## src/kcd_pkg.sv

```systemverilog
// Shared types and constants of the key change detector.
package kcd_pkg;

    localparam int ROW_LINES = 8;   // width of the sampled row word
    localparam int ROW_IDX_W = 3;   // width of a row number
    localparam int COL_W     = 3;   // width of a column number
    localparam int CFG_W     = 4;   // width of a count register
    localparam int CFG_IDX_W = 2;   // width of a register index

    localparam logic [CFG_IDX_W-1:0] REG_ROWS_IN_USE    = 2'd0;
    localparam logic [CFG_IDX_W-1:0] REG_COLUMNS_IN_USE = 2'd1;

    localparam logic [CFG_W-1:0] COUNT_RESET = 4'd8;

    typedef enum logic [1:0] {
        ST_IDLE = 2'b01,
        ST_EMIT = 2'b10
    } t_state;

    typedef struct packed {
        logic load;   // latch the input word and its changed rows
        logic emit;   // move the lowest changed row to the output register
    } t_cmd;

    typedef struct packed {
        logic pend_empty;  // no changed row left
        logic pend_last;   // exactly one changed row left
        logic out_free;    // output register can take a word this cycle
    } t_sts;

endpackage

```

## src/kcd_item_if.sv

```systemverilog
// Input channel: one column scan reading per word.
interface kcd_item_if;
    logic                        valid;
    logic                        ready;
    logic [kcd_pkg::COL_W-1:0]     column;
    logic [kcd_pkg::ROW_LINES-1:0] row_bits;

    modport source (output valid, column, row_bits, input ready);
    modport sink   (input valid, column, row_bits, output ready);
    modport mon    (input valid, ready, column, row_bits);
endinterface

```

## src/kcd_event_if.sv

```systemverilog
// Output channel: one key event per word.
interface kcd_event_if;
    logic                          valid;
    logic                          ready;
    logic [kcd_pkg::ROW_IDX_W-1:0] key_row;
    logic [kcd_pkg::COL_W-1:0]     key_column;
    logic                          pressed;
    logic                          last;

    modport source (output valid, key_row, key_column, pressed, last, input ready);
    modport sink   (input valid, key_row, key_column, pressed, last, output ready);
    modport mon    (input valid, ready, key_row, key_column, pressed, last);
endinterface

```

## src/kcd_cfg_if.sv

```systemverilog
// Configuration write channel: register index and data.
interface kcd_cfg_if;
    logic                          valid;
    logic                          ready;
    logic [kcd_pkg::CFG_IDX_W-1:0] index;
    logic [kcd_pkg::CFG_W-1:0]     data;

    modport source (output valid, index, data, input ready);
    modport sink   (input valid, index, data, output ready);
endinterface

```

## src/kcd_ctrl.sv

```systemverilog
// Controller: sequences load and event emission for one scan reading.
module kcd_ctrl (
    input  logic          i_clk,
    input  logic          i_rst_n,
    input  logic          i_item_valid,
    output logic          o_item_ready,
    input  kcd_pkg::t_sts i_sts,
    output kcd_pkg::t_cmd o_cmd
);

    kcd_pkg::t_state r_state, n_state;

    assign o_item_ready = (r_state == kcd_pkg::ST_IDLE);

    always_comb begin
        n_state    = r_state;
        o_cmd.load = 1'b0;
        o_cmd.emit = 1'b0;
        case (r_state)
            kcd_pkg::ST_IDLE: begin
                if (i_item_valid) begin
                    o_cmd.load = 1'b1;
                    n_state    = kcd_pkg::ST_EMIT;
                end
            end
            kcd_pkg::ST_EMIT: begin
                if (i_sts.pend_empty) begin
                    n_state = kcd_pkg::ST_IDLE;
                end else if (i_sts.out_free) begin
                    o_cmd.emit = 1'b1;
                    if (i_sts.pend_last) begin
                        n_state = kcd_pkg::ST_IDLE;
                    end
                end
            end
            default: begin
                n_state = kcd_pkg::ST_IDLE;
            end
        endcase
    end

    always_ff @(posedge i_clk) begin
        if (!i_rst_n) begin
            r_state <= kcd_pkg::ST_IDLE;
        end else begin
            r_state <= n_state;
        end
    end

endmodule

```

## src/kcd_datapath.sv

```systemverilog
// Datapath: count registers, pressed-key map, pending changes, output register.
module kcd_datapath #(
    parameter int MAX_ROWS    = 8,
    parameter int MAX_COLUMNS = 8
) (
    input  logic                          i_clk,
    input  logic                          i_rst_n,
    input  kcd_pkg::t_cmd                 i_cmd,
    output kcd_pkg::t_sts                 o_sts,
    input  logic [kcd_pkg::COL_W-1:0]     i_column,
    input  logic [kcd_pkg::ROW_LINES-1:0] i_row_bits,
    input  logic                          i_cfg_we,
    input  logic [kcd_pkg::CFG_IDX_W-1:0] i_cfg_index,
    input  logic [kcd_pkg::CFG_W-1:0]     i_cfg_data,
    output logic                          o_out_valid,
    input  logic                          i_out_ready,
    output logic [kcd_pkg::ROW_IDX_W-1:0] o_key_row,
    output logic [kcd_pkg::COL_W-1:0]     o_key_column,
    output logic                          o_pressed,
    output logic                          o_last
);

    localparam int ROW_W     = (MAX_ROWS < kcd_pkg::ROW_LINES) ? MAX_ROWS
                                                                : kcd_pkg::ROW_LINES;
    localparam int COL_LINES = 2 ** kcd_pkg::COL_W;
    localparam int MAP_DEPTH = (MAX_COLUMNS < COL_LINES) ? MAX_COLUMNS : COL_LINES;
    localparam int MAP_IDX_W = (MAP_DEPTH > 1) ? $clog2(MAP_DEPTH) : 1;

    logic [kcd_pkg::CFG_W-1:0]     r_rows, r_cols;
    logic [ROW_W-1:0]              r_map [MAP_DEPTH];
    logic [kcd_pkg::ROW_LINES-1:0] r_pend;
    logic [kcd_pkg::ROW_LINES-1:0] r_bits;
    logic [kcd_pkg::COL_W-1:0]     r_col;
    logic                          r_ov;
    logic [kcd_pkg::ROW_IDX_W-1:0] r_key_row;
    logic [kcd_pkg::COL_W-1:0]     r_key_col;
    logic                          r_pressed, r_last;

    logic [kcd_pkg::ROW_LINES-1:0] row_mask, stored, n_word, low, rest;
    logic [kcd_pkg::ROW_IDX_W-1:0] low_idx;
    logic [MAP_IDX_W-1:0]          map_idx;
    logic                          col_ok;

    // Examined rows: below the row count and below the stored map width.
    always_comb begin
        for (int j = 0; j < kcd_pkg::ROW_LINES; j++) begin
            row_mask[j] = (kcd_pkg::CFG_W'(j) < r_rows) && (j < ROW_W);
        end
    end

    assign col_ok  = ({1'b0, i_column} < r_cols) && (int'(i_column) < MAP_DEPTH);
    assign map_idx = MAP_IDX_W'(i_column);
    assign stored  = col_ok ? kcd_pkg::ROW_LINES'(r_map[map_idx]) : '0;
    assign n_word  = (stored & ~row_mask) | (i_row_bits & row_mask);

    // Lowest pending row and what remains after it.
    assign low  = r_pend & kcd_pkg::ROW_LINES'(~r_pend + 1'b1);
    assign rest = r_pend & ~low;

    always_comb begin
        low_idx = '0;
        for (int j = kcd_pkg::ROW_LINES - 1; j >= 0; j--) begin
            if (r_pend[j]) begin
                low_idx = kcd_pkg::ROW_IDX_W'(j);
            end
        end
    end

    assign o_sts.pend_empty = (r_pend == '0);
    assign o_sts.pend_last  = (r_pend != '0) && (rest == '0);
    assign o_sts.out_free   = !r_ov || i_out_ready;

    always_ff @(posedge i_clk) begin
        if (!i_rst_n) begin
            r_rows <= kcd_pkg::COUNT_RESET;
            r_cols <= kcd_pkg::COUNT_RESET;
            r_pend <= '0;
            r_ov   <= 1'b0;
            for (int c = 0; c < MAP_DEPTH; c++) begin
                r_map[c] <= '0;
            end
        end else begin
            if (i_cfg_we) begin
                if (i_cfg_index == kcd_pkg::REG_ROWS_IN_USE) begin
                    r_rows <= i_cfg_data;
                end else if (i_cfg_index == kcd_pkg::REG_COLUMNS_IN_USE) begin
                    r_cols <= i_cfg_data;
                end
            end
            if (i_cmd.load) begin
                r_pend <= col_ok ? ((i_row_bits ^ stored) & row_mask) : '0;
                if (col_ok) begin
                    r_map[map_idx] <= n_word[ROW_W-1:0];
                end
            end else if (i_cmd.emit) begin
                r_pend <= rest;
            end
            if (i_cmd.emit) begin
                r_ov <= 1'b1;
            end else if (i_out_ready) begin
                r_ov <= 1'b0;
            end
        end
    end

    // Payload registers need no reset. The column is copied into the output
    // register so a held word survives the load of the next reading.
    always_ff @(posedge i_clk) begin
        if (i_cmd.load) begin
            r_col  <= i_column;
            r_bits <= i_row_bits;
        end
        if (i_cmd.emit) begin
            r_key_row <= low_idx;
            r_key_col <= r_col;
            r_pressed <= r_bits[low_idx];
            r_last    <= (rest == '0);
        end
    end

    assign o_out_valid  = r_ov;
    assign o_key_row    = r_key_row;
    assign o_key_column = r_key_col;
    assign o_pressed    = r_pressed;
    assign o_last       = r_last;

endmodule

```

## src/matrix_key_change_detector.sv

```systemverilog
// An accepted reading's changed rows are registered as pending, then move into
//   the output register lowest first; one changed row drains per cycle unless
//   the receiver holds off an event that is waiting in the output register.
// A reading with no change, or an ignored column, gives nothing.
// Reset (i_rst_n low, synchronous): clears all pressed bits, sets both counts
//   to 8 and drops any pending or held event.
module matrix_key_change_detector #(
    parameter int MAX_ROWS    = 8,
    parameter int MAX_COLUMNS = 8
) (
    input  logic             i_clk,
    input  logic             i_rst_n,
    kcd_item_if.sink         i_item,
    kcd_event_if.source      o_event,
    kcd_cfg_if.sink          i_cfg
);

    kcd_pkg::t_cmd cmd;
    kcd_pkg::t_sts sts;

    // Count registers take a write on every cycle.
    assign i_cfg.ready = 1'b1;

    // Controller: accept a reading, then walk its changed rows out one word
    // at a time. The input stays closed until the last changed row has moved
    // into the output register; that word may still wait there while the next
    // reading is accepted.
    kcd_ctrl u_ctrl (
        .i_clk        (i_clk),
        .i_rst_n      (i_rst_n),
        .i_item_valid (i_item.valid),
        .o_item_ready (i_item.ready),
        .i_sts        (sts),
        .o_cmd        (cmd)
    );

    // Datapath: on load, compare the reading against the stored bitmap of its
    // column, record the examined rows that differ and write the new bitmap
    // back at once; then emit the pending rows lowest first.
    kcd_datapath #(
        .MAX_ROWS    (MAX_ROWS),
        .MAX_COLUMNS (MAX_COLUMNS)
    ) u_datapath (
        .i_clk        (i_clk),
        .i_rst_n      (i_rst_n),
        .i_cmd        (cmd),
        .o_sts        (sts),
        .i_column     (i_item.column),
        .i_row_bits   (i_item.row_bits),
        .i_cfg_we     (i_cfg.valid),
        .i_cfg_index  (i_cfg.index),
        .i_cfg_data   (i_cfg.data),
        .o_out_valid  (o_event.valid),
        .i_out_ready  (o_event.ready),
        .o_key_row    (o_event.key_row),
        .o_key_column (o_event.key_column),
        .o_pressed    (o_event.pressed),
        .o_last       (o_event.last)
    );

endmodule

```

## src/flat_wrapper.sv

```systemverilog
// flat-port wrapper written by rule: the top's interface ports become plain ports
module matrix_key_change_detector_flat 
#(
    parameter int MAX_ROWS    = 8,
    parameter int MAX_COLUMNS = 8
)
  (i_clk, i_rst_n, i_item_valid, i_item_column, i_item_row_bits, i_item_ready, o_event_valid, o_event_key_row, o_event_key_column, o_event_pressed, o_event_last, o_event_ready, i_cfg_valid, i_cfg_index, i_cfg_data, i_cfg_ready);
  kcd_item_if i_item_i ();
  kcd_event_if o_event_i ();
  kcd_cfg_if i_cfg_i ();
  input  logic i_clk;
  input  logic i_rst_n;
  input wire logic [$bits(i_item_i.valid)-1:0] i_item_valid;
  input wire logic [$bits(i_item_i.column)-1:0] i_item_column;
  input wire logic [$bits(i_item_i.row_bits)-1:0] i_item_row_bits;
  output wire logic [$bits(i_item_i.ready)-1:0] i_item_ready;
  output wire logic [$bits(o_event_i.valid)-1:0] o_event_valid;
  output wire logic [$bits(o_event_i.key_row)-1:0] o_event_key_row;
  output wire logic [$bits(o_event_i.key_column)-1:0] o_event_key_column;
  output wire logic [$bits(o_event_i.pressed)-1:0] o_event_pressed;
  output wire logic [$bits(o_event_i.last)-1:0] o_event_last;
  input wire logic [$bits(o_event_i.ready)-1:0] o_event_ready;
  input wire logic [$bits(i_cfg_i.valid)-1:0] i_cfg_valid;
  input wire logic [$bits(i_cfg_i.index)-1:0] i_cfg_index;
  input wire logic [$bits(i_cfg_i.data)-1:0] i_cfg_data;
  output wire logic [$bits(i_cfg_i.ready)-1:0] i_cfg_ready;
  assign i_item_i.valid = i_item_valid;
  assign i_item_i.column = i_item_column;
  assign i_item_i.row_bits = i_item_row_bits;
  assign i_item_ready = i_item_i.ready;
  assign o_event_valid = o_event_i.valid;
  assign o_event_key_row = o_event_i.key_row;
  assign o_event_key_column = o_event_i.key_column;
  assign o_event_pressed = o_event_i.pressed;
  assign o_event_last = o_event_i.last;
  assign o_event_i.ready = o_event_ready;
  assign i_cfg_i.valid = i_cfg_valid;
  assign i_cfg_i.index = i_cfg_index;
  assign i_cfg_i.data = i_cfg_data;
  assign i_cfg_ready = i_cfg_i.ready;
  matrix_key_change_detector #(.MAX_ROWS(MAX_ROWS), .MAX_COLUMNS(MAX_COLUMNS)) u_core (.i_clk(i_clk), .i_rst_n(i_rst_n), .i_item(i_item_i), .o_event(o_event_i), .i_cfg(i_cfg_i));
endmodule
```

## config.mk

```make
export PLATFORM = sky130hd
export DESIGN_NAME = matrix_key_change_detector_flat
export DESIGN_NICKNAME = d
export VERILOG_FILES = /design/src/kcd_pkg.sv /design/src/kcd_item_if.sv /design/src/kcd_event_if.sv /design/src/kcd_cfg_if.sv /design/src/kcd_ctrl.sv /design/src/kcd_datapath.sv /design/src/matrix_key_change_detector.sv /design/src/flat_wrapper.sv
export SDC_FILE = /design/constraint.sdc
export NUM_CORES = 1
export LEC_CHECK = 0
export CAP_MARGIN = 30
export CORE_AREA = 2 2 70 139
export CTS_BUF_LIST = sky130_fd_sc_hd__clkbuf_8
export DETAILED_ROUTE_END_ITERATION = 8
export DIE_AREA = 0 0 72 141
export DONT_BUFFER_PORTS = 1
export HOLD_SLACK_MARGIN = 0.08
export PLACE_DENSITY_LB_ADDON = 0.15
export SLEW_MARGIN = 20
export SYNTH_ARGS = -nofsm -noshare
export SYNTH_HDL_FRONTEND = slang
export SYNTH_SLANG_ARGS = --single-unit
```

## constraint.sdc

```tcl
create_clock -name i_clk -period 5.9 [get_ports i_clk]
set_input_delay 0.295 -clock i_clk [delete_from_list [all_inputs] [get_ports i_clk]]
set_output_delay 0.295 -clock i_clk [all_outputs]
set_load 0.05 [all_outputs]
```

## After elaboration in Yosys (flattened, before gate mapping)

Memory sizes are Yosys's and may differ from the RTL's.
Cells that the tools add are included.

- Memories kept: 1
- Flip-flop bits (word level): 38
- Output and inout bits: 11
- Logic and storage cells: 87
- Bits of input ports: 22
- Bits in writable memories: 64

Memories:

| name | words | width | read ports | clocked after memory_dff | wr ports | RTL line | RTL |
|---|---|---|---|---|---|---|---|
| u_core.u_datapath.r_map | 8 | 8 | 1 | 0 | 8 | kcd_datapath.sv:30 | `logic [ROW_W-1:0] r_map [MAP_DEPTH];` |

- Magnitude comparators: 10
- $add $sub $neg: 1
- Multiplexer cells: 34
- Reduce and logical (&&, ||, !) cells: 13
- Eq/ne operators: 6
- Bitwise gates (word level): 11

Operator list:

| operator | count |
|---|---|
| 8-bit AND | 5 |
| 8-bit 2-to-1 mux | 5 |
| 3-bit 2-to-1 mux | 9 |
| 8-bit inverter | 3 |
| 8-bit logical NOT | 2 |
| 3-bit by 4-bit < comparator with 1-bit output (first input constant) | 4 |
| 1-bit 2-to-1 mux | 14 |
| 8-bit by 1-bit adder with 8-bit output (second input constant) | 1 |
| 1-bit by 4-bit < comparator with 1-bit output (first input constant) | 2 |
| 2-bit by 4-bit < comparator with 1-bit output (first input constant) | 2 |
| 2-bit 2-to-1 mux | 4 |
| 8-bit OR | 1 |
| 8-bit nonzero test | 1 |
| 8-bit OR reduction | 1 |
| 8-bit bitwise XOR | 1 |
| 3-bit by 1-bit inequality test with 1-bit output (second input constant) | 2 |
| 3-bit AND reduction | 2 |
| 2-bit by 1-bit == test with 1-bit output (second input constant) | 2 |
| 3-bit by 4-bit < comparator with 1-bit output | 1 |
| 3-bit by 4-bit < comparator with 1-bit output (second input constant) | 1 |
| 2-bit case mux with 2 select lines | 1 |
| 2-bit nonzero test | 2 |
| 1-bit binary-select mux with 3-bit select | 1 |
| 2-bit == test (second input constant) | 1 |
| 7 further kinds | 7 |

## Logic depth before layout (Yosys ltp)

Gate-level depths: netlist (run 1).

- Depth in word-level cells: 11
- Depth in mapped cells: 8
- Gate-level depth less buffers: 7

## Hierarchy

A second synthesis (run 1) with hierarchy kept.

- Cell total of the unflattened synthesis: 373
- Area total of the unflattened synthesis: 4809.6 um2

By module, submodules not included:

| module | instances | cells each | area each (um2) | sequential area each (um2) |
|---|---|---|---|---|
| kcd_datapath | 1 | 361 | 4700.8 | 2832.7 |
| kcd_ctrl | 1 | 10 | 97.6 | 40.0 |
| matrix_key_change_detector | 1 | 2 | 11.3 | 0.0 |

## Worst setup path before layout (run 1)

OpenSTA, ideal clock, no wires.

- Path kind: register to register
- Start point: register u_core.u_ctrl.r_state[0]
- End point: memory u_core.u_datapath.r_map[0][0] (netlist bit) (enable)
- Slack: 3013 ps
- Data arrival time: 2558 ps
- Library setup time: 329 ps
- Buffers on the path: 1
- Clock period less this slack: 2887 ps
- Stages on the path, launching flop included: 8
- Data required time: 5571 ps
- Cells stage by stage: dfxtp_1 > nor2b_1 > nand2_1 > inv_1 > o211ai_2 > or3_1 > buf_4 > nand2_1

RTL lines:

| what | RTL line | RTL |
|---|---|---|
| start: declaration | kcd_ctrl.sv:11 | `kcd_pkg::t_state r_state, n_state;` |
| start signal: assignment | kcd_ctrl.sv:44 | `r_state <= kcd_pkg::ST_IDLE;` |
| start signal: assignment | kcd_ctrl.sv:46 | `r_state <= n_state;` |
| end: declaration | kcd_datapath.sv:30 |  |

==> flow_summary.ini, run 1 <==
[placement]
portBuffers = 0
dpl.hpwl_um = 7880
gp_congestion = 0.839

[critical_path]
r2r-start = u_core.u_ctrl.r_state[0]
crit_required_ps = 5940
reg2reg_depth = 6
critPathLaunchType = flop
cp-end-kind = flop
crit_fanout = 15
arrival_ps = 3510
setup.worst_path.start = u_core.u_ctrl.r_state[0]
crit_type = flop to flop

[synth]
synth_ff_type = edfxtp_1
avgSynthCellArea_um2 = 12.8
synth_top_family_by_area = simple AND/OR/NAND/NOR gates
syn_area_mm2 = 0.00492
synth-simple-area-share_pct = 13.6
syn_inst = 385
syn_nets = 409
synth-xor-area-share_pct = 1.42
synth_compound_area_share_pct = 9.62
synth_cell_types = 61
synth-seq-cells = 102
synth_edf_count = 83
yosysSeqAreaShare_pct = 58.4
async_flop_share_pct = 0
synthAdderAreaFrac_pct = 0.916
synth_warnings = 0
synth_mux_area_share_pct = 11.8

[timing]
slew_headroom_pct = 33.8
worst_slew_pin_slew_ps = 991
timing.final.crit_period_ps = 3470
skew_ps = 8.50
fmax_mhz = 288
setup_tns_ps = 0
period_share_pct = 58.8
rsz0062_at_grt = false
finalHoldViolations = 0
setup_viol = 0
whs_ps = 99.8
drv_slew = 0

[power]
power.density_mw_per_mm2 = 267
leakagePower_nw = 1.85
vdd_drop_max_uv = 183

[floorplanning]
die_w_um = 72
core_area_mm2 = 0.00920
io_pins = 33
start_util_pct = 53.5
rows = 50
die-area_mm2 = 0.0102
die_h_um = 141

[detailed_routing]
wirelength_um = 11000
vias = 3014
dr.pass1.iters = 5
drt_iter0_markers = 302
wl_per_cell_um = 22.0
drc = 0
top_layer = met4
wl_met3_um = 619
ant_nets = 0
vias_per_cell = 6.03
wl_met2_um = 5870
met1_length_um = 4220

[run]
drv_cap = 0

[clock_network]
ctsHoldBuffers = 14
clock_sinks = 102
clk_pin_slew_ps = 90
cts_resized = 0
clk_latency_ps = 370
cts_tree = yes
root_buffer = clkbuf_8
cts_made_buffers = 9
clockBufferDepth = 2
cts_setup_buffers = 0
cts-htree-levels = 3

[cells_and_area]
layout-drive-gt1-share_pct = 14.1
area_growth_syn_to_layout_pct = 5.70
n_antenna_cell = 0
fillers = 775
final_common_cell = edfxtp_1
nNetsFinal = 416
final_cell_mix = edfxtp_1, nor2_1, nand2_1, dfxtp_1

[run_status]
status = completed

[hold_path]
hp-class = input pin to flop
worstHoldStart = i_cfg_data[0]
hold_depth = 2

[global_route]
grt-ovfl-total = 0
grt_pass1_vias = 3131
grt_pass1_wl_um = 17100
grt_usage_pct = 23.3
grt_max_degree = 34
antenna_found_initial = 0
-- Yosys cell counts (3+ instances only) --
cell	count	area, µm²
nand2_1	19	71.3
nand2b_1	7	43.8
o21ai_0	5	25.0
buf_4	3	22.5
mux2_2	18	203
o22ai_1	10	62.6
buf_6	9	101
xnor2_1	8	70.1
o21a_1	3	22.5
nor4_1	3	18.8
a21oi_1	3	15.0
mux4_1	5	131
nor2_1	76	285
nor3_1	3	15.0
dfxtp_1	19	380
nor2b_1	9	56.3
o31ai_1	5	37.5
inv_1	8	30.0
a211oi_2	5	62.6
or3_1	6	37.5
mux2i_1	18	180
nand3_1	3	15.0
clkbuf_1	7	26.3
edfxtp_1	83	2490
o32ai_1	4	35.0
-- flip-flops by register name, indices dropped and copies added, names as in the netlist --
signal,count
u_core.u_datapath.o_pressed,1
u_core.u_datapath.o_key_row,3
u_core.u_datapath.o_last,1
u_core.u_datapath.o_out_valid,1
u_core.u_ctrl.r_state,2
u_core.u_datapath.r_rows,4
u_core.u_datapath.r_bits,8
u_core.u_datapath.r_cols,4
u_core.u_datapath.r_col,3
u_core.u_datapath.o_key_column,3
u_core.u_datapath.r_pend,8
u_core.u_datapath.r_map,64
-- layout make-up --
type / instances / area, µm² / area share (%)
clock buffer: 9 / 124 / 2.38
clock inverter: 6 / 28.8 / 0.554
inverter: 8 / 30.0 / 0.578
multi-input combinational: 253 / 1840 / 35.4
sequential: 102 / 2870 / 55.3
tap: 104 / 130 / 2.50
timing repair buffer: 18 / 170 / 3.27
-- power breakdown --
part | internal [mW] | total, mW | switching (mW)
Clock | 0.146 | 0.368 | 0.222
Combinational | 0.0780 | 0.178 | 0.100
Sequential | 0.815 | 0.844 | 0.0290
Total | 1.04 | 1.39 | 0.352
-- worst paths after layout --
kind	to	slack [ps]
max	u_core.u_datapath.r_map[0][3]	2430
min	u_core.u_datapath.r_cols[0]	100
max reg2reg	u_core.u_datapath.r_map[0][3]	2430
min reg2reg	u_core.u_datapath.o_key_column[1]	440
-- metal layers --
metal,global-route usage (%),vias up
met4,10.3,0
met2,40.0,103
met3,4.57,23
met5,0,-
met1,27.8,1463
li1,-,1425
-- worst max-delay path, stage by stage, from the launching register on --
cell and delay, ps:
dfxtp_1 330, nor2b_1 790, nand2_1 220, inv_1 490, o211ai_2 390, or3_1 580
nand2_1 330
-- cells by family after synthesis --
| kind of cell | after synthesis |
|---|---|
| adder cells (fa/ha/maj) | 4 |
| XOR/XNOR | 8 |
| flip-flops | 102 |
| AND/OR/NAND/NOR | 140 |
| other | 1 |
| buffers and inverters | 30 |
| AO/OA/AOI/OAI | 55 |
| multiplexers | 45 |
-- through the flow --
step / utilization, % / worst slack (ps) / cell area (µm²) / power, mW / instances
3_3_place_gp: 53.0 / 2600 / 4870 / 1.02 / 467
3_5_place_dp: 53.3 / 2470 / 4900 / 1.03 / 470
2_1_floorplan: - / 3010 / 4920 / 0.995 / 385
5_1_grt: 56.5 / 2130 / 5200 / 1.44 / 500
4_1_cts: 56.4 / 2440 / 5190 / 1.39 / 499
6_report: 56.5 / 2430 / 5200 / 1.39 / 500
No activity file was read; power rests on OpenSTA's default activity.
==> inputs of run 2 (changes only) <==
==> constraint.sdc (replaced) <==
create_clock -name i_clk -period 3.3 [get_ports i_clk]
set_input_delay 0.165 -clock i_clk [delete_from_list [all_inputs] [get_ports i_clk]]
set_output_delay 0.165 -clock i_clk [all_outputs]
set_load 0.05 [all_outputs]
==> run 2 against run 1 <==
Net effect: utilization rose by 0.78 points; global-route usage rose by 0.39 points; hold slack improved by 5.5 ps; via count rose by 3.2%; largest power group unchanged; routed wire length rose by 2.9%; largest cell class unchanged; count of clock-buffer cells in the layout did not move; sequential share of layout area fell by 0.75 points; register-to-register slack got worse by 1600 ps.
==> flow_summary.ini, run 2 (same netlist as run 1, synthesis figures left out) <==
[power]
vdd_drop_max_uv = 299
power.density_mw_per_mm2 = 487
leakagePower_nw = 1.88

[critical_path]
arrival_ps = 2630
crit_slowest_cell = mux2i_1
r2r-start = u_core.u_datapath.r_cols[2]
critPathLaunchType = flop
path_cells = inv_1, ha_1, nor2_1, nor2_1, a211oi_2, mux2i_1, buf_4, nor2_1
reg2reg_slack_ps = 810
cp_common_cell = nor2_1
crit_family = simple AND/OR/NAND/NOR gates
cp-end-kind = flop
crit_fanout = 7
r2r-end = u_core.u_datapath.r_map[2][1]
path_buf_inv = 2
reg2reg_depth = 8
crit_required_ps = 3430
crit_type = flop to flop
cpPeakStageDelay_ps = 560

[detailed_routing]
vias_per_cell = 6.15
dr.pass1.iters = 4
wl_per_cell_um = 22.4
vias = 3111
drc = 0
drt_iter0_markers = 301
wirelength_um = 11300
ant_nets = 0

[timing]
finalHoldViolations = 0
whs_ps = 105
worst_slew_pin_slew_ps = 785
period_share_pct = 75.6
slew_headroom_pct = 47.6
skew_ps = 11.5
setup_tns_ps = 0
rsz0062_at_grt = false
timing.final.crit_period_ps = 2490
drv_slew = 0
setup_viol = 0
fmax_mhz = 401

[global_route]
grt_usage_pct = 23.7
grt_pass1_wl_um = 17000
grt_pass1_vias = 3065
grt_max_degree = 34
antenna_found_initial = 0
grt-ovfl-total = 0

[clock_network]
ctsHoldBuffers = 17
cts-htree-levels = 3
clk_latency_ps = 380
clk_pin_slew_ps = 100
clock_sinks = 102
clockBufferDepth = 2
cts_tree = yes
root_buffer = clkbuf_8
cts_setup_buffers = 0
cts_resized = 0
cts_made_buffers = 9

[floorplanning]
rows = 50
die-area_mm2 = 0.0102
start_util_pct = 53.5
core_area_mm2 = 0.00920
die_w_um = 72
io_pins = 33
die_h_um = 141

[cells_and_area]
final_cell_mix = edfxtp_1, nor2_1, nand2_1, dfxtp_1
area_growth_syn_to_layout_pct = 7.15
largest_reg_flops = 64
reg_top3 = u_core.u_datapath.r_map (64), u_core.u_datapath.r_bits (8), u_core.u_datapath.r_pend (8)
final_common_cell = edfxtp_1
fin_util_pct = 57.3
layout-drive-gt1-share_pct = 15.7
n_antenna_cell = 0
nNetsFinal = 421
top_register = u_core.u_datapath.r_map

[placement]
dpl.hpwl_um = 8060
gp_congestion = 0.875
portBuffers = 0

[hold_path]
hp-class = input pin to flop
holdPathEnd = u_core.u_datapath.r_pend[2]
hold_depth = 3
worstHoldStart = i_item_row_bits[2]

[run]
drv_cap = 0

[run_status]
status = completed
## run 2: cell types whose count changed in the layout (fill, tap and decap cells not counted)
cell | previous run | this run
clkinv_4 | 0 | 2
dlygate4sd3_1 | 14 | 17
clkbuf_2 | 0 | 1
buf_4 | 3 | 5
clkinv_1 | 4 | 0
clkinvlp_4 | 0 | 2
inv_8 | 0 | 1
clkbuf_4 | 1 | 0
## run 2: routing by layer
metal / share of wire, % / vias up / global-route usage, %
met1: 39 / 1507 / 28.0
met5: 0 / - / 0
met4: 4.2 / 0 / 14.0
li1: - / 1452 / -
met3: 6.0 / 28 / 4.15
met2: 51 / 124 / 39.5
## run 2: worst max-delay path by stage
stage / startpoint / end / depth (start not counted) / slack (ps)
2_1_floorplan: u_core.u_ctrl.r_state[0] / u_core.u_datapath.r_map[0][0] / 7 / 410
3_3_place_gp: u_core.u_datapath.r_cols[2] / u_core.u_datapath.r_map[7][0] / 7 / 710
3_5_place_dp: u_core.u_datapath.r_cols[2] / u_core.u_datapath.r_map[5][6] / 7 / 720
4_1_cts: u_core.u_datapath.r_cols[2] / u_core.u_datapath.r_map[5][6] / 7 / 700
5_1_grt: u_core.u_datapath.r_cols[2] / u_core.u_datapath.r_map[2][1] / 8 / 640
6_report: u_core.u_datapath.r_cols[2] / u_core.u_datapath.r_map[2][1] / 8 / 810
## run 2: layout make-up
class | count | area, µm²
clock buffer | 9 | 124
clock inverter | 7 | 57.6
fill | 758 | 3930
inverter | 8 | 30.0
multi-input combinational | 253 | 1840
sequential | 102 | 2870
tap | 104 | 130
timing repair buffer | 23 | 213
## run 2: tightest hold or removal path: cells and delay by family
kind,cells,cell delay (ps)
buffers and inverters,1,70
AO/OA/AOI/OAI,1,80
XOR/XNOR,1,120
## run 2: power by group
| group | switching, mW | internal (mW) |
|---|---|---|
| sequential | 0.0520 | 1.46 |
| clock | 0.443 | 0.283 |
| combinational | 0.186 | 0.144 |
| total | 0.681 | 1.88 |
## run 2: metrics by stage
stage          instances  cell area, µm²  setup WS [ps]  power, mW
4_1_cts              505            5260            703       2.58
3_5_place_dp         472            4910            717       1.84
2_1_floorplan        385            4920            413       1.78
5_1_grt              506            5270            643       2.66
3_3_place_gp         469            4890            712       1.83
6_report             506            5270            806       2.56
